## src/hdl/spq_pkg.sv

```systemverilog
package spq_pkg;

  // Operation codes carried in the low bits of the input word.
  localparam logic [1:0] OP_INSERT = 2'd0;
  localparam logic [1:0] OP_POP    = 2'd1;
  localparam logic [1:0] OP_PEEK   = 2'd2;
  localparam logic [1:0] OP_REMOVE = 2'd3;

  // Status codes returned in the low bits of the result word.
  localparam logic [1:0] ST_OK        = 2'd0;
  localparam logic [1:0] ST_EMPTY     = 2'd1;
  localparam logic [1:0] ST_NOT_FOUND = 2'd2;
  localparam logic [1:0] ST_FULL      = 2'd3;

  // Command broadcast to every cell of the chain for one cycle.
  typedef struct packed {
    logic ins;  // Place a new entry at its sorted position.
    logic pop;  // Shift every entry one place toward the head.
    logic rem;  // Shift entries from the first match onward toward the head.
  } spq_cmd_t;

endpackage

```

## src/hdl/spq_cell.sv

```systemverilog
module spq_cell
  import spq_pkg::*;
#(
  parameter int IW = 5,
  parameter int PW = 8
) (
  input  logic          clk,
  input  spq_cmd_t      cmd,
  input  logic          occ,        // This slot holds a live entry.
  input  logic [IW-1:0] new_id,
  input  logic [PW-1:0] new_pri,
  // Neighbor toward the head.
  input  logic          cond_prev,
  input  logic          found_prev,
  input  logic [IW-1:0] left_id,
  input  logic [PW-1:0] left_pri,
  // Neighbor toward the tail.
  input  logic [IW-1:0] right_id,
  input  logic [PW-1:0] right_pri,
  output logic          cond,
  output logic          found,
  output logic          first,
  output logic [IW-1:0] id,
  output logic [PW-1:0] pri
);

  logic          match;
  logic [IW-1:0] id_next;
  logic [PW-1:0] pri_next;

  // The new entry goes ahead of this slot when the slot is free or weaker.
  assign cond  = !occ || (new_pri > pri);
  // Remove looks for the match nearest the head.
  assign match = occ && (id == new_id);
  assign first = match && !found_prev;
  assign found = found_prev || match;

  // Next contents: hold, take the left neighbor, take the new entry or the right neighbor.
  always_comb begin
    id_next  = id;
    pri_next = pri;
    if (cmd.ins && cond) begin
      if (cond_prev) begin
        id_next  = left_id;
        pri_next = left_pri;
      end else begin
        id_next  = new_id;
        pri_next = new_pri;
      end
    end else if (cmd.pop || (cmd.rem && found)) begin
      id_next  = right_id;
      pri_next = right_pri;
    end
  end

  always_ff @(posedge clk) begin
    id  <= id_next;
    pri <= pri_next;
  end

endmodule

```

## src/hdl/sorted_priority_process_queue.sv

```systemverilog
// Sorted priority queue of process identifiers, head at the first cell.
// Input stream (s_*): one word per operation holding func, proc_id and
// priority_req. Func selects insert, pop head, peek head or remove by id.
// Output stream (m_*): exactly one word per operation holding status,
// out_id, out_priority and the occupancy after the operation.
// Each operation is taken in a single step: every cell compares its entry with
// the request and shifts toward the head or the tail at the accepting edge, and
// the result word, registered at that edge, appears on m_tdata in the next cycle.
// Throughput is one operation per cycle while the receiver takes results;
// the single output register sets that figure.
// When the receiver stalls, the output register holds its word and s_tready
// drops until that word is taken; nothing is lost or repeated.
// Reset empties the queue (occupancy zero) and clears the output valid.
// Insert into a full queue returns status full and leaves the queue as is.
// Pop or peek on an empty queue returns status empty; remove of an absent
// id returns status not found; those results carry zero id and priority.
module sorted_priority_process_queue
  import spq_pkg::*;
#(
  parameter int QUEUE_DEPTH   = 16,
  parameter int ID_COUNT      = 32,
  parameter int PRIORITY_BITS = 8
) (
  input  logic                      clk,
  input  logic                      rst,
  input  logic                      s_tvalid,
  output logic                      s_tready,
  // Fields from bit 0 up: func, proc_id, priority_req, zero fill.
  input  logic [8*((2+$clog2(ID_COUNT)+PRIORITY_BITS+7)/8)-1:0] s_tdata,
  output logic                      m_tvalid,
  input  logic                      m_tready,
  // Fields from bit 0 up: status, out_id, out_priority, occupancy, zero fill.
  output logic [8*((2+$clog2(ID_COUNT)+PRIORITY_BITS+$clog2(QUEUE_DEPTH+1)+7)/8)-1:0] m_tdata
);

  localparam int IW       = $clog2(ID_COUNT);
  localparam int PW       = PRIORITY_BITS;
  localparam int CW       = $clog2(QUEUE_DEPTH + 1);
  localparam int OUT_BITS = 2 + IW + PW + CW;
  localparam int OUT_W    = 8 * ((OUT_BITS + 7) / 8);

  logic          accept;
  logic [1:0]    func;
  logic [IW-1:0] raw_id;
  logic [IW-1:0] req_id;
  logic [PW-1:0] req_pri;
  spq_cmd_t      cmd;

  logic [CW-1:0] count;
  logic [CW-1:0] count_next;

  logic [QUEUE_DEPTH-1:0] occ;
  logic [QUEUE_DEPTH:0]   cond_chain;
  logic [QUEUE_DEPTH:0]   found_chain;
  logic [QUEUE_DEPTH-1:0] first;
  logic [IW-1:0]          cell_id  [QUEUE_DEPTH];
  logic [PW-1:0]          cell_pri [QUEUE_DEPTH];

  logic [IW-1:0] rem_id;
  logic [PW-1:0] rem_pri;

  logic [1:0]    res_status;
  logic [IW-1:0] res_id;
  logic [PW-1:0] res_pri;

  logic [1:0]    status_q;
  logic [IW-1:0] id_q;
  logic [PW-1:0] pri_q;
  logic [CW-1:0] occ_q;

  // Input word unpacking; an id past the last one wraps once.
  assign func    = s_tdata[1:0];
  assign raw_id  = s_tdata[2 +: IW];
  assign req_pri = s_tdata[2+IW +: PW];
  assign req_id  = ({1'b0, raw_id} >= (IW+1)'(ID_COUNT)) ?
                   IW'({1'b0, raw_id} - (IW+1)'(ID_COUNT)) : raw_id;

  assign s_tready = !m_tvalid || m_tready;
  assign accept   = s_tvalid && s_tready;

  // Command to the cells; insert and pop are gated by the queue's fill level.
  always_comb begin
    cmd.ins = accept && (func == OP_INSERT) && (count != CW'(QUEUE_DEPTH));
    cmd.pop = accept && (func == OP_POP) && (count != '0);
    cmd.rem = accept && (func == OP_REMOVE);
  end

  assign cond_chain[0]  = 1'b0;
  assign found_chain[0] = 1'b0;

  // Chain of cells, each handing entries to its neighbors.
  for (genvar k = 0; k < QUEUE_DEPTH; k++) begin : g_cell
    logic [IW-1:0] left_id;
    logic [PW-1:0] left_pri;
    logic [IW-1:0] right_id;
    logic [PW-1:0] right_pri;

    assign occ[k] = CW'(k) < count;

    if (k == 0) begin : g_head
      assign left_id  = cell_id[k];
      assign left_pri = cell_pri[k];
    end else begin : g_inner_l
      assign left_id  = cell_id[k-1];
      assign left_pri = cell_pri[k-1];
    end

    if (k == QUEUE_DEPTH - 1) begin : g_tail
      assign right_id  = cell_id[k];
      assign right_pri = cell_pri[k];
    end else begin : g_inner_r
      assign right_id  = cell_id[k+1];
      assign right_pri = cell_pri[k+1];
    end

    spq_cell #(
      .IW (IW),
      .PW (PW)
    ) u_cell (
      .clk        (clk),
      .cmd        (cmd),
      .occ        (occ[k]),
      .new_id     (req_id),
      .new_pri    (req_pri),
      .cond_prev  (cond_chain[k]),
      .found_prev (found_chain[k]),
      .left_id    (left_id),
      .left_pri   (left_pri),
      .right_id   (right_id),
      .right_pri  (right_pri),
      .cond       (cond_chain[k+1]),
      .found      (found_chain[k+1]),
      .first      (first[k]),
      .id         (cell_id[k]),
      .pri        (cell_pri[k])
    );
  end

  // The removed entry is the one cell flagged as the first match.
  always_comb begin
    rem_id  = '0;
    rem_pri = '0;
    for (int k = 0; k < QUEUE_DEPTH; k++) begin
      rem_id  = rem_id  | (cell_id[k]  & {IW{first[k]}});
      rem_pri = rem_pri | (cell_pri[k] & {PW{first[k]}});
    end
  end

  // Result word and new fill level.
  always_comb begin
    res_status = ST_OK;
    res_id     = '0;
    res_pri    = '0;
    count_next = count;
    case (func)
      OP_INSERT: begin
        if (count == CW'(QUEUE_DEPTH)) begin
          res_status = ST_FULL;
        end else begin
          count_next = count + CW'(1);
        end
      end
      OP_POP, OP_PEEK: begin
        if (count == '0) begin
          res_status = ST_EMPTY;
        end else begin
          res_id  = cell_id[0];
          res_pri = cell_pri[0];
          if (func == OP_POP) begin
            count_next = count - CW'(1);
          end
        end
      end
      OP_REMOVE: begin
        if (!found_chain[QUEUE_DEPTH]) begin
          res_status = ST_NOT_FOUND;
        end else begin
          res_id     = rem_id;
          res_pri    = rem_pri;
          count_next = count - CW'(1);
        end
      end
      default: begin
        res_status = ST_OK;
      end
    endcase
  end

  // Fill level and output valid.
  always_ff @(posedge clk) begin
    if (rst) begin
      count    <= '0;
      m_tvalid <= 1'b0;
    end else begin
      if (accept) begin
        count    <= count_next;
        m_tvalid <= 1'b1;
      end else if (m_tready) begin
        m_tvalid <= 1'b0;
      end
    end
  end

  // Output payload register.
  always_ff @(posedge clk) begin
    if (accept) begin
      status_q <= res_status;
      id_q     <= res_id;
      pri_q    <= res_pri;
      occ_q    <= count_next;
    end
  end

  assign m_tdata = OUT_W'({occ_q, pri_q, id_q, status_q});

endmodule
```

## config.mk

```make
export PLATFORM = sky130hd
export DESIGN_NAME = sorted_priority_process_queue
export DESIGN_NICKNAME = d
export VERILOG_FILES = /design/src/hdl/spq_pkg.sv /design/src/hdl/spq_cell.sv /design/src/hdl/sorted_priority_process_queue.sv
export SDC_FILE = /design/constraint.sdc
export NUM_CORES = 1
export LEC_CHECK = 0
export ABC_CLOCK_PERIOD_IN_PS = 3650
export BUFFER_PORTS_ARGS = -buffer_cell sky130_fd_sc_hd__buf_2
export CORE_UTILIZATION = 55
export CTS_BUF_LIST = sky130_fd_sc_hd__clkbuf_8
export DETAILED_ROUTE_END_ITERATION = 10
export GPL_TIMING_DRIVEN = 0
export HOLD_SLACK_MARGIN = 0.12
export PLACE_DENSITY_LB_ADDON = 0.12
export SLEW_MARGIN = 20
export SYNTH_ARGS = -nofsm -noshare
export SYNTH_HDL_FRONTEND = slang
export SYNTH_SLANG_ARGS = --single-unit
```

## constraint.sdc

```tcl
create_clock -name clk -period 3.65 [get_ports clk]
set_input_delay 0 -clock clk [delete_from_list [all_inputs] [get_ports clk]]
set_output_delay 0 -clock clk [all_outputs]
set_load 0.02 [all_outputs]
```

# Yosys cells after proc, flatten, opt, wreduce, memory -nomap -nowiden
# Index checks and enable logic that the tools add are counted.
dict set report op_classes {
  magnitude_cmp 32
  add_sub_neg 2
  mux 107
  n_reduce_logical 167
  n_eq_ne 21
  n_bitwise 62
}
# cell count
set ops {}
lappend ops {{8-bit 2-to-1 mux} 47}
lappend ops {{5-bit 2-to-1 mux} 51}
lappend ops {{8-bit AND} 16}
lappend ops {{8-bit greater-than comparator} 16}
lappend ops {{8-bit bitwise OR} 15}
lappend ops {{5-bit AND} 16}
lappend ops {{5-bit == test} 16}
lappend ops {{5-bit bitwise OR} 15}
lappend ops {{1-bit logical AND} 68}
lappend ops {{1-bit logical OR} 47}
lappend ops {{4-bit by 5-bit < comparator with 1-bit output, first input constant} 8}
lappend ops {{1-bit zero test} 32}
lappend ops {{2-bit nonzero test} 16}
lappend ops {{3-bit by 5-bit < comparator with 1-bit output, first input constant} 4}
lappend ops {{8-bit case mux with 2 select lines} 1}
lappend ops {{5-bit case mux with 3 select lines} 1}
lappend ops {{1-bit by 5-bit < comparator with 1-bit output, first input constant} 2}
lappend ops {{2-bit by 5-bit < comparator with 1-bit output, first input constant} 2}
lappend ops {{5-bit case mux with 2 select lines} 1}
lappend ops {{2-bit case mux with 3 select lines} 1}
lappend ops {{5-bit by 1-bit adder with 5-bit output, second input constant} 1}
lappend ops {{5-bit == test, second input constant} 1}
lappend ops {{5-bit zero test} 1}
lappend ops {{5-bit inequality test, second input constant} 1}
lappend ops {{other kinds (8)} 12}
dict set report totals {
  ff_bits 234
  out_inout_bits 26
  input_bits 20
}

# Logic depth before layout (Yosys ltp)
# Gate-level depths: netlist of the first run.
dict set report depth {
  ltp_word 22
  depth_mapped 15
  mapped_depth_nobuf 11
}

# Modules after synthesis
# A second synthesis of the first run with hierarchy kept.
dict set report hier_totals {
  hier_cells 1657
  hier_area_um2 19690.1
}
# mod area_each_um2 instances cells_per_inst
set by_module_without_submodules {}
lappend by_module_without_submodules {{spq_cell (g_cell[2].u_cell ...)} 1063.5 8 83}
lappend by_module_without_submodules {{spq_cell (g_cell[0].u_cell ...)} 1054.8 8 83}
lappend by_module_without_submodules {sorted_priority_process_queue 2743.9 1 329}

# Worst setup path before layout of the first run
# No wires, ideal clock.
dict set report synth_timing {
  path_kind {input-to-reg}
  startpoint {input s_tdata[7]}
  endpoint {register g_cell[10].u_cell.id[0] (enable)}
  path_stages 12
  setup_slack_ps 355
  t_required_ps 3262
  arrival_time_ps 2908
  setup_ps 388
  cell_sequence {clkbuf_1 > clkbuf_1 > inv_1 > ha_1 > nor2b_1 > o21a_1 > o21a_1 > o21ai_0 > a31oi_1 > nor2_1 > clkbuf_1 > o211ai_1}
}
dict set report synth_between {
  elab_chain_cells 4
}
# element line
set synth_lines {}
lappend synth_lines {{start: declaration} sorted_priority_process_queue.sv:29} ;# input logic [8*((2+$clog2(ID_COUNT)+PRIORITY_BITS+7)/8)-1:0] s_tdata,
lappend synth_lines {{8-bit greater-than comparator} spq_cell.sv:32} ;# assign cond = !occ || (new_pri > pri);
lappend synth_lines {{1-bit logical OR} spq_cell.sv:32}
lappend synth_lines {{1-bit logical AND} spq_cell.sv:42} ;# if (cmd.ins && cond) begin
lappend synth_lines {{2-bit nonzero test (no source line)} -}
lappend synth_lines {{end signal: assignment} spq_cell.sv:57} ;# id <= id_next;
lappend synth_lines {{end: declaration} spq_cell.sv:23} ;# output logic [IW-1:0] id,
# No other way between the ends.
# A chain may end at the register's enable or synchronous reset.

# Worst setup path in the final report of the first run
dict set report layout_timing {
  startpoint {register count[0]}
  endpoint {register pri_q[7], data pin}
}
dict set report layout_between {
  elab_chain_cells 22
}
# element line
set layout_lines {}
lappend layout_lines {{start: declaration} sorted_priority_process_queue.sv:49} ;# logic [CW-1:0] count;
lappend layout_lines {{start signal: assignment} sorted_priority_process_queue.sv:196} ;# count <= count_next;
lappend layout_lines {{1-bit by 5-bit < comparator with 1-bit output} sorted_priority_process_queue.sv:98} ;# assign occ[k] = CW'(k) < count;
lappend layout_lines {{1-bit logical AND} spq_cell.sv:34} ;# assign match = occ && (id == new_id);
lappend layout_lines {{1-bit zero test or 1-bit logical OR (tied branches)} {spq_cell.sv:35, spq_cell.sv:36}}
lappend layout_lines {{1-bit logical AND, or another cell as far along} spq_cell.sv:35} ;# assign first = match && !found_prev;
lappend layout_lines {{8-bit AND, or another cell as far along} sorted_priority_process_queue.sv:145} ;# rem_pri = rem_pri | (cell_pri[k] & {PW{first[k]}});
lappend layout_lines {{8-bit bitwise OR, or another cell as far along (13 in a row)} sorted_priority_process_queue.sv:145}
lappend layout_lines {{8-bit bitwise OR or 8-bit AND (tied branches)} sorted_priority_process_queue.sv:145}
lappend layout_lines {{8-bit bitwise OR} sorted_priority_process_queue.sv:145}
lappend layout_lines {{8-bit 2-to-1 mux} sorted_priority_process_queue.sv:175} ;# if (!found_chain[QUEUE_DEPTH]) begin
lappend layout_lines {{8-bit case mux with 2 select lines (*)} sorted_priority_process_queue.sv:155} ;# case (func)
lappend layout_lines {{via res_pri[7]} sorted_priority_process_queue.sv:64} ;# logic [PW-1:0] res_pri;
lappend layout_lines {{end signal: assignment} sorted_priority_process_queue.sv:209} ;# pri_q <= res_pri;
lappend layout_lines {{end: declaration} sorted_priority_process_queue.sv:68} ;# logic [PW-1:0] pri_q;
# Mark *: on every way through the listed nets, which the timed path passes. The rest lies on a longest branch.

==> results of run 1 <==
cells in the mapped netlist (all sizes together), types with 10 or more instances:
cell type / n / share of area [%]
nand3: 60 / 1.7
a32oi: 10 / 0.49
o21a: 16 / 0.67
nor2b: 13 / 0.45
nor2: 158 / 3.4
a21o: 24 / 1.0
and2: 11 / 0.38
o22ai: 11 / 0.38
nand2: 222 / 4.7
nor3: 20 / 0.70
o21ai: 201 / 5.6
mux2i: 139 / 7.8
mux2: 19 / 1.2
a222oi: 13 / 0.73
a22oi: 27 / 1.1
a211oi: 10 / 0.42
xnor2: 43 / 2.1
clkbuf: 90 / 1.9
xor2: 41 / 2.0
o211ai: 11 / 0.46
buf: 50 / 1.6
nand2b: 18 / 0.63
a21oi: 191 / 5.4
ha: 135 / 9.4
a311oi: 13 / 0.63
inv: 125 / 2.6
edfxtp: 228 / 38
nand4: 13 / 0.49
layout make-up:
class	count	area share, %
Multi-Input combinational cell	1492	50.2
Sequential cell	234	34.7
Clock buffer	47	3.22
Buffer	139	3.20
Tap cell	435	2.71
Timing Repair Buffer	73	2.45
Inverter	126	2.37
Clock inverter	36	1.14
layout by cell type (no fill, tap or decap), types with 12 or more instances in the layout:
cell type / count
edfxtp_1: 228
nand2_1: 219
o21ai_0: 187
a21oi_1: 185
nor2_1: 152
mux2i_1: 139
ha_1: 135
inv_1: 131
clkbuf_1: 74
buf_2: 66
nand3_1: 56
clkbuf_8: 47
xnor2_1: 43
xor2_1: 41
buf_4: 39
a22oi_1: 27
a21o_1: 23
mux2_2: 19
clkinv_1: 18
nand2b_1: 18
nor3_1: 15
o21a_1: 15
clkbuf_2: 14
nor2b_1: 13
a222oi_1: 13
o21ai_1: 13
nand4_1: 12
registers in the layout, indices dropped and copies added, names as in the netlist:
name / count
occ_q: 5
g_cell.u_cell.id: 80
pri_q: 8
m_tvalid: 1
id_q: 5
status_q: 2
g_cell.u_cell.pri: 128
count: 5
kinds of logic after synthesis:
| kind of cell | after synthesis |
|---|---|
| buffers and inverters | 266 |
| AOI/OAI and AO/OA | 558 |
| and+or+nand+nor | 553 |
| muxes | 158 |
| DFF | 234 |
| adders and majority gates | 135 |
| other | 1 |
| xor gates and xnor gates | 84 |
final timing paths:
kind	startpoint	endpoint	slack, ns	depth (start not counted)
worst min register to register	g_cell[14].u_cell.pri[3]	g_cell[13].u_cell.pri[3]	0.59	2
worst min-delay path	s_tdata[1]	status_q[1]	0.21	4
worst max-delay path	count[0]	pri_q[7]	-0.08	11
worst max register to register	count[0]	pri_q[7]	-0.08	11
worst reg2reg max path, stage by stage (launching register included):
cell and delay [ns]:
dfxtp_1 0.36, buf_2 0.24, nand2_1 0.28, a21o_2 0.36, nor4_4 0.29, buf_4 0.20, nand4b_2 0.31, clkbuf_2 0.29
o21ai_0 0.13, a21oi_1 0.27, a2bb2oi_1 0.44, a311oi_2 0.25
metal layers:
metal  vias to the layer above  track usage (%)  share of wire [%]
met5                         -                0               0.11
met4                        10             24.7                6.5
met3                       266             10.5                 14
met2                      1257             60.5                 41
met1                      8046             57.3                 39
li1                       7450                -                  -
power by group:
part / total [mW] / internal, mW / switching, mW / leakage [nW]
clock network: 2.69 / 1.41 / 1.28 / 0.473
registers: 3.42 / 3.19 / 0.224 / 2.17
logic: 1.82 / 0.644 / 1.17 / 5.52
total: 7.93 / 5.25 / 2.68 / 8.16
metrics by stage:
stage	utilization [%]	cells
detailed placement	58.9	2470
global placement	58.7	2461
CTS	62.6	2571
global route	63.2	2582
floorplan	-	1992
finish	63.2	2582
what timing repair did:
item | CTS | global route
buffers inserted | 11 | 12
hold buffers | 7 | 0
resized for setup | 30 | 27
hold endpoints to repair | 14 | 0
setup endpoints to repair | 367 | 132
pin swaps | 4 | 6
gates cloned | 0 | 0
==> impl_results.md, run 1 <==
- Post-synthesis cell type count: 72
- RSZ-0062 raised after global routing: true
- Setup Crit Path Kind: flop to flop
- Tmin final: 3.73 ns
- Worst-Margin Slew: 1.23 ns
- Largest family of logic cells by synthesized area: compound AO/OA/AOI/OAI gates
- Cell Chain, Critical Path: buf_2 -> nand2_1 -> a21o_2 -> nor4_4 -> buf_4 -> nand4b_2 -> clkbuf_2 -> o21ai_0 -> a21oi_1 -> a2bb2oi_1 -> a311oi_2
- TNS Setup: -0.386 ns
- Max Cap Viol: 0
- Vias per cell: 6.60
- 1st-iter DRT viols: between 2000 and 3000
- Synth Area per Inst: 9.02 sq um
- Seq/Total Area, Yosys: 38.8%
- Mux contribution to synthesized area: 8.95%
- Drt first pass iters: 8
- Tcrit/Tclk final: 102%
- Crit-path max cell delay: 0.44 ns
- Violated checks: negative setup slack
- Final setup margin: -0.0753 ns
- Vias in the first global route: 16017
- Complex-gate fraction of the synthesized area: 18.4%
- Adder-cell share of the synthesized area: approximately a tenth
- Drt wl/cell: 27.2 microns
- Num rows: 65
- Initial antenna violation count: 5
- Final instance area: 0.0201 sq mm
- Max Clk Rate: 268 MHz
- Post-synthesis xor/xnor area fraction: 4.10%
- Buf+Inv Stages, Crit Path: 3
- Final setup fails: 11
- Initial Util: a little under three fifths
- I/O Buffers: 34
- CP Data Required Time: 3.95 ns
- Total gr overflow: 0
- Pin count of the biggest net entering global routing: 30
- Hold Slack: between 0.2 and 0.25 ns
- Area delta synth->final: 12.0%
- Layout fillers: 2780
- Max-slew headroom: 17.7%
- Cells after Synth: 1989
- I/O pins: 46
- Setup crit end kind: flop
- Worst clock skew: 0.0279 ns
- Post-Place Worst Slack: -1.62 ns
- Final nets: between 2000 and 2500
- Total Power: ~7.9 mW
- Slew Viols, Final: 0
- Die Y: about 180 microns
- Area of the multi-input gates: 0.0101 sq mm
- Slowest CP cell: a2bb2oi_1
- Flip-flop and latch area: about 0.007 sq mm
- CTS buffer count: 45
- Top_reg_cell synth: edfxtp_1
- Startpoint types: flop
- Detailed-route wire length: roughly 70000 microns
- Global-route usage over all layers: 42.1%
- Die area: 0.0333 sq mm
- WP data arrival: ~4.0 ns
- Yosys warns: 0
- Share of cells above drive strength 1: 12.2%
- Post-Place Cell Area: roughly 0.019 sq mm
- CTS H-tree depth: 2
- Global-route wire length before repair: 102000 microns
- Drt drc: 0
- ANT nets after route: 0
- Via count: roughly 17000
- Root Buffer: clkbuf_8
- Post-DP HPWL: 51400 microns
- Clock Pin Slew Worst Setup and Hold Paths: ~0.06 ns
- Pleak: 8.16 nW
- Bufs on Longest Clock Path: 3
- Crit-path max FO: 10
- FF+latch count, synth: approximately 230
- Worst Hold Class: primary input to flop
- Worst-case vdd ir drop: 333 uV
- Top delay family on crit path: compound AO/OA/AOI/OAI gates
- CTS tree: yes
- Area of the core: 0.0318 sq mm
- Cell area after synthesis: approximately 0.018 sq mm
- Antenna cells: 0
- Synth Area in Simple Gates: 14.1%
- Die X: 183 microns
- Outcome: complete, but fails checks
- Asr flop ratio synth: 0%
- EDFF count, synth: between 200 and 250
- Clk sinks: 234
- Final hold vios: 0
- Pwr Density: 394 mW/mm^2
- Clk Latency, worst-skew pair: 0.63 ns
- Final Wtd Congestion: 1.02
No activity file was read; power rests on OpenSTA's default activity.
==> run 2: changes to the inputs <==
==> constraint.sdc (replaced) <==
create_clock -name clk -period 3.65 [get_ports clk]
set_input_delay 0.73 -clock clk [delete_from_list [all_inputs] [get_ports clk]]
set_output_delay 0.73 -clock clk [all_outputs]
set_load 0.02 [all_outputs]
==> run 2 against run 1 <==
Against the previous run: the flow finishes with violations (design-rule violations, negative setup slack); via count down 0.52%; largest cell class unchanged; core utilization about the same; clock power rose by 2%; fmax increased by 1.2%; largest power group unchanged; critical endpoint unchanged; highest routed layer is now met4; clock skew grew 0.017 ns.
==> impl_results.md, run 2 (synthesis gave the netlist of run 1 again) <==
- Die X: 183 microns
- Slew Viols, Final: 0
- Max Cap Viol: 0
- I/O pins: 46
- Clk sinks: ~230
- Final setup margin: -0.0310 ns
- Layout fillers: 2790
- CTS tree: yes
- Drt drc: 4
- Initial Util: 56.4%
- Drt first pass iters: 11
- Area delta synth->final: 12.0%
- Hold Slack: 0.340 ns
- Hold Path End: m_tvalid
- Final setup fails: 1
- Worst-Margin Slew: 1.19 ns
- Fin util: 63.2%
- CP Data Required Time: 3.98 ns
- Flip-flop and latch area: 0.00697 sq mm
- Setup crit end kind: flop
- Root Buffer: clkbuf_8
- Bufs on Longest Clock Path: 3
- Drt wl/cell: 26.8 microns
- Via count: between 15000 and 20000
- Worst clock skew: 0.0452 ns
- Vias per cell: between 6 and 7
- TNS Setup: -0.0310 ns
- Max-slew headroom: between 20% and 30%
- Tmin final: 3.68 ns
- Total gr overflow: 0
- Final hold vios: 0
- I/O Buffers: 34
- Global-route usage over all layers: roughly two fifths
- 1st-iter DRT viols: around 2300
- Die area: ~0.033 sq mm
- Commonest cells after routing, fill and taps aside: 228 x edfxtp_1, 219 x nand2_1, 187 x o21ai_0, 186 x a21oi_1, 152 x nor2_1
- Area of the multi-input gates: about 0.01 sq mm
- Hold Path Origin: s_tvalid
- Outcome: complete, but fails checks
- Area of the core: 0.0318 sq mm
- Clk Latency, worst-skew pair: between 0.6 and 0.7 ns
- Critical R2R Capture: pri_q[7]
- Worst Hold Class: primary input to flop
- R2R Path Start: count[0]
- Pleak: between 8 and 9 nW
- Largest regs: g_cell.u_cell.pri x128, g_cell.u_cell.id x80, pri_q x8
- Antenna cells: 0
- Violated checks: design-rule violations, negative setup slack
- Initial antenna violation count: 0
- Vias in the first global route: about 16000
- Crit-path max FO: 10
- Clock Pin Slew Worst Setup and Hold Paths: 0.06 ns
- Post-Place Cell Area: about 0.019 sq mm
- Worst reg2reg path depth: 11
- CTS H-tree depth: 2
- Commonest non-fill, non-tap cell in the layout: edfxtp_1
- CTS buffer count: 45
- Hold path depth: 3
- RSZ-0062 raised after global routing: true
- Final nets: approximately 2300
- WP data arrival: roughly 4 ns
- Max reg flops: 128
- Max Clk Rate: around 270 MHz
- Num rows: 65
- Detailed-route wire length: 68800 microns
- Startpoint types: flop
- ANT nets after route: 0
- Final instance area: roughly 0.020 sq mm
- Post-DP HPWL: 50800 microns
- Tcrit/Tclk final: 101%
- Final Wtd Congestion: ~1.1
- Worst-case vdd ir drop: 285 uV
- Pwr Density: ~400 mW/mm^2
- Global-route wire length before repair: 99800 microns
- Share of cells above drive strength 1: 12.4%
- FF-to-FF setup slack: -0.03 ns
- Setup Crit Path Kind: flop to flop
- Die Y: approximately 180 microns
- Biggest register: g_cell.u_cell.pri
- Pin count of the biggest net entering global routing: 30
## run 2: cell types whose count changed in the layout (fill, tap and decap cells not counted), moves of 4 or more
cell           before  now
dlygate4sd3_1       7    0
clkbuf_1           74   65
buf_4              39   33
clkinv_1           18   14
## run 2: how the worst max path moves through the flow
stage          depth (start not counted)                  endpoint  startpoint
2_1_floorplan                         15    g_cell[0].u_cell.id[0]  s_tdata[7]
3_3_place_gp                          12  g_cell[10].u_cell.pri[1]  s_tdata[7]
3_5_place_dp                          12   g_cell[0].u_cell.pri[4]  s_tdata[7]
4_1_cts                               11   g_cell[8].u_cell.pri[5]    count[4]
5_1_grt                               16   g_cell[0].u_cell.pri[2]  s_tdata[7]
6_report                              11                  pri_q[7]    count[0]
## run 2: layer usage
layer / wire, microns / vias to the layer above / global-route usage, %
met4: 3520 / 0 / 20.2
met1: 27400 / 8094 / 58.4
met5: 0 / - / 0
li1: - / 7433 / -
met2: 28500 / 1214 / 59.1
met3: 9400 / 199 / 9.28
## run 2: final cells by class
type,count,area share [%]
clock inverter,36,1.44
tap,435,2.71
buffer,136,3.28
clock buffer,46,3.15
inverter,126,2.38
multi-input combinational,1492,50.4
sequential,234,34.7
timing repair buffer,61,1.94
## run 2: stage by stage
step           setup slack, ns  power (mW)  std cells
5_1_grt                -0.0439        8.23       2566
2_1_floorplan          0.00417        4.51       1992
3_5_place_dp             -1.50        5.12       2470
4_1_cts                0.00240        7.86       2555
6_report               -0.0310        7.96       2566
3_3_place_gp             -1.63        5.06       2461
## run 2: what timing repair did
item                       CTS  global route
hold endpoints to repair     0             0
buffers inserted             3            15
hold buffers                 0             0
setup endpoints to repair  408           174
pin swaps                    0             5
gates resized for setup     32            41
cloned                       0             0
## run 2: worst max-delay path, stage by stage, from the launching register on
cell and delay [ns]:
dfxtp_1 0.39, buf_2 0.26, and3_1 0.32, a21oi_1 0.18
or4_1 0.48, clkbuf_1 0.18, clkbuf_2 0.27, a21oi_1 0.36
o21ai_0 0.15, a21oi_1 0.15, a2bb2oi_1 0.40, a311oi_2 0.23
## run 2: where the power goes
group / total (mW) / switching, mW / leakage [nW] / internal [mW]
combinational: 1.78 / 1.14 / 5.49 / 0.637
sequential: 3.42 / 0.230 / 2.17 / 3.19
clock: 2.75 / 1.22 / 0.504 / 1.54
total: 7.96 / 2.59 / 8.17 / 5.37
==> run 3: changes to the inputs <==
- ABC_CLOCK_PERIOD_IN_PS: 3650 -> 3560
- clock period: 3.65 -> 3.56 ns (I/O delays scaled with it)
==> run 3 against run 2 <==
Against the previous run: the run ends with negative setup slack left; clock skew shrank 0.012 ns; final cell count is essentially flat; non-clock buffer count grew 6; final area is essentially flat; worst hold slack gained 0.040 ns; highest routed layer is now met5.
==> impl_results.md, run 3 (synthesis gave the netlist of run 1 again) <==
- Max Clk Rate: around 280 MHz
- Area of the core: 0.0318 sq mm
- Tcrit/Tclk final: 101%
- CTS buffer count: between 40 and 50
- Clk Latency, worst-skew pair: 0.61 ns
- Global-route usage over all layers: 41.3%
- Post-route insts no fill: approximately 2600
- Die area: 0.0333 sq mm
- R2R Path Start: count[3]
- Clk sinks: 234
- Worst Hold Class: primary input to flop
- Worst-Margin Slew: 1.15 ns
- Hold Path Origin: s_tvalid
- Placed Cells: 2470
- Post-Place Cell Area: 0.0188 sq mm
- Slew Viols, Final: 0
- Hold Path End: m_tvalid
- Buf+Inv Stages, Crit Path: 2
- Final setup fails: 1
- Max Cap Viol: 0
- Drt first pass iters: 6
- Share of cells above drive strength 1: around an eighth
- Die Y: roughly 180 microns
- CTS H-tree depth: 2
- Hold path depth: 3
- Vias per cell: 6.51
- Crit-path max cell delay: 0.52 ns
- Total gr overflow: 0
- Initial Util: 56.4%
- Startpoint types: flop
- Setup crit end kind: flop
- Final nets: 2256
- I/O pins: 46
- Root Buffer: clkbuf_8
- Worst-case vdd ir drop: 339 uV
- Max reg flops: 128
- Num rows: 65
- Commonest cells after routing, fill and taps aside: 228 x edfxtp_1, 218 x nand2_1, 187 x o21ai_0, 186 x a21oi_1, 151 x nor2_1
- Via count: 16723
- Hold Slack: around 0.38 ns
- Largest regs: g_cell.u_cell.pri x128, g_cell.u_cell.id x80, pri_q x8
- CTS Hold Bufs: 0
- Tmin final: 3.59 ns
- Bufs on Longest Clock Path: 3
- TNS Setup: -0.0324 ns
- Final instance area: 0.0201 sq mm
- Max-slew headroom: a little under a quarter
- Drt wl/cell: 26.8 microns
- Outcome: complete, but fails checks
- Pleak: 8.19 nW
- WP data arrival: 3.87 ns
- Top delay family on crit path: compound AO/OA/AOI/OAI gates
- Drt drc: 0
- Initial antenna violation count: 1
- I/O Buffers: 34
- Violated checks: negative setup slack
- Post-DP HPWL: around 50000 microns
- Final setup margin: -0.0324 ns
- 1st-iter DRT viols: 2268
- Final hold vios: 0
- FF-to-FF setup slack: -0.03 ns
- Antenna cells: 0
- Worst clock skew: ~0.034 ns
- Pin count of the biggest net entering global routing: 30
- Clock Pin Slew Worst Setup and Hold Paths: roughly 0.060 ns
- Post-Place Worst Slack: -1.54 ns
- Cell Chain, Critical Path: clkbuf_4 -> nand2_1 -> o21ai_1 -> nand4_1 -> nand4b_4 -> clkbuf_2 -> o21ai_0 -> a21oi_1 -> a2bb2oi_1 -> a311oi_2
- RSZ-0062 raised after global routing: true
- Detailed-route wire length: 68800 microns
- Vias in the first global route: 15648
- Area delta synth->final: 12.1%
- Pwr Density: 399 mW/mm^2
- ANT nets after route: 0
- Die X: approximately 180 microns
- CTS tree: yes
- Crit-path max FO: 10
- CP Data Required Time: 3.84 ns
- Worst reg2reg path depth: 10
- Slowest CP cell: dfxtp_1
- Commonest non-fill, non-tap cell in the layout: edfxtp_1
- Setup Crit Path Kind: flop to flop
- Global-route wire length before repair: 100000 microns
- Biggest register: g_cell.u_cell.pri
- Critical R2R Capture: pri_q[2]
- Final Wtd Congestion: 1.06
-- run 3: cell types whose count changed in the layout (fill, tap and decap cells not counted), sizes merged --
| cell | previous run | this run |
|---|---|---|
| buf | 112 | 113 |
| bufinv | 5 | 2 |
| clkbuf | 131 | 142 |
| clkinv | 20 | 12 |
| clkinvlp | 1 | 0 |
| inv | 136 | 137 |
-- run 3: worst register-to-register path: cells and delay by family, from the launching register on --
| kind | cells | cell delay, ns |
|---|---|---|
| buffers and inverters | 2 | 0.64 |
| and+or+nand+nor | 3 | 0.79 |
| AOI/OAI and AO/OA | 5 | 1.34 |
| DFF | 1 | 0.52 |
-- run 3: where the power goes --
group / total [mW] / switching, mW / internal [mW]
clock network: 2.68 / 1.22 / 1.46
registers: 3.51 / 0.239 / 3.28
logic: 1.83 / 1.17 / 0.661
-- run 3: per-stage QoR --
step                utilization (%)  power (mW)
floorplan                         -        4.62
global placement               58.8        5.18
detailed placement             59.0        5.25
CTS                            62.2        7.90
global route                   63.2        8.30
finish                         63.2        8.02
-- run 3: how the worst max path moves through the flow --
stage	start	to	slack, ns	depth (start not counted)
2_1_floorplan	s_tdata[7]	g_cell[10].u_cell.id[0]	0.006	12
3_3_place_gp	s_tdata[7]	g_cell[10].u_cell.pri[1]	-1.57	12
3_5_place_dp	s_tdata[7]	g_cell[12].u_cell.pri[3]	-1.54	10
4_1_cts	s_tdata[7]	g_cell[12].u_cell.pri[3]	0.01	13
5_1_grt	count[0]	pri_q[2]	-0.09	11
6_report	count[3]	pri_q[2]	-0.03	10
-- run 3: metal layers --
metal | track usage [%] | up-vias | routed length, microns
met5 | 0 | - | 15
met4 | 22.3 | 2 | 4250
met3 | 10.7 | 212 | 9680
met2 | 58.1 | 1195 | 27600
met1 | 57.8 | 7888 | 27300
li1 | - | 7426 | -
-- run 3: layout make-up --
class / instances / area, sq um
Buffer: 140 / 676
Clock buffer: 52 / 716
Clock inverter: 25 / 151
Fill cell: 2807 / 11700
Inverter: 126 / 480
Multi-Input combinational cell: 1492 / 10200
Sequential cell: 234 / 6970
Tap cell: 435 / 544
Timing Repair Buffer: 63 / 410
-- run 3: repair_timing --
action	CTS	global route
pin swaps	1	4
buffers inserted	3	17
resized for setup	34	43
setup endpoints to repair	423	189
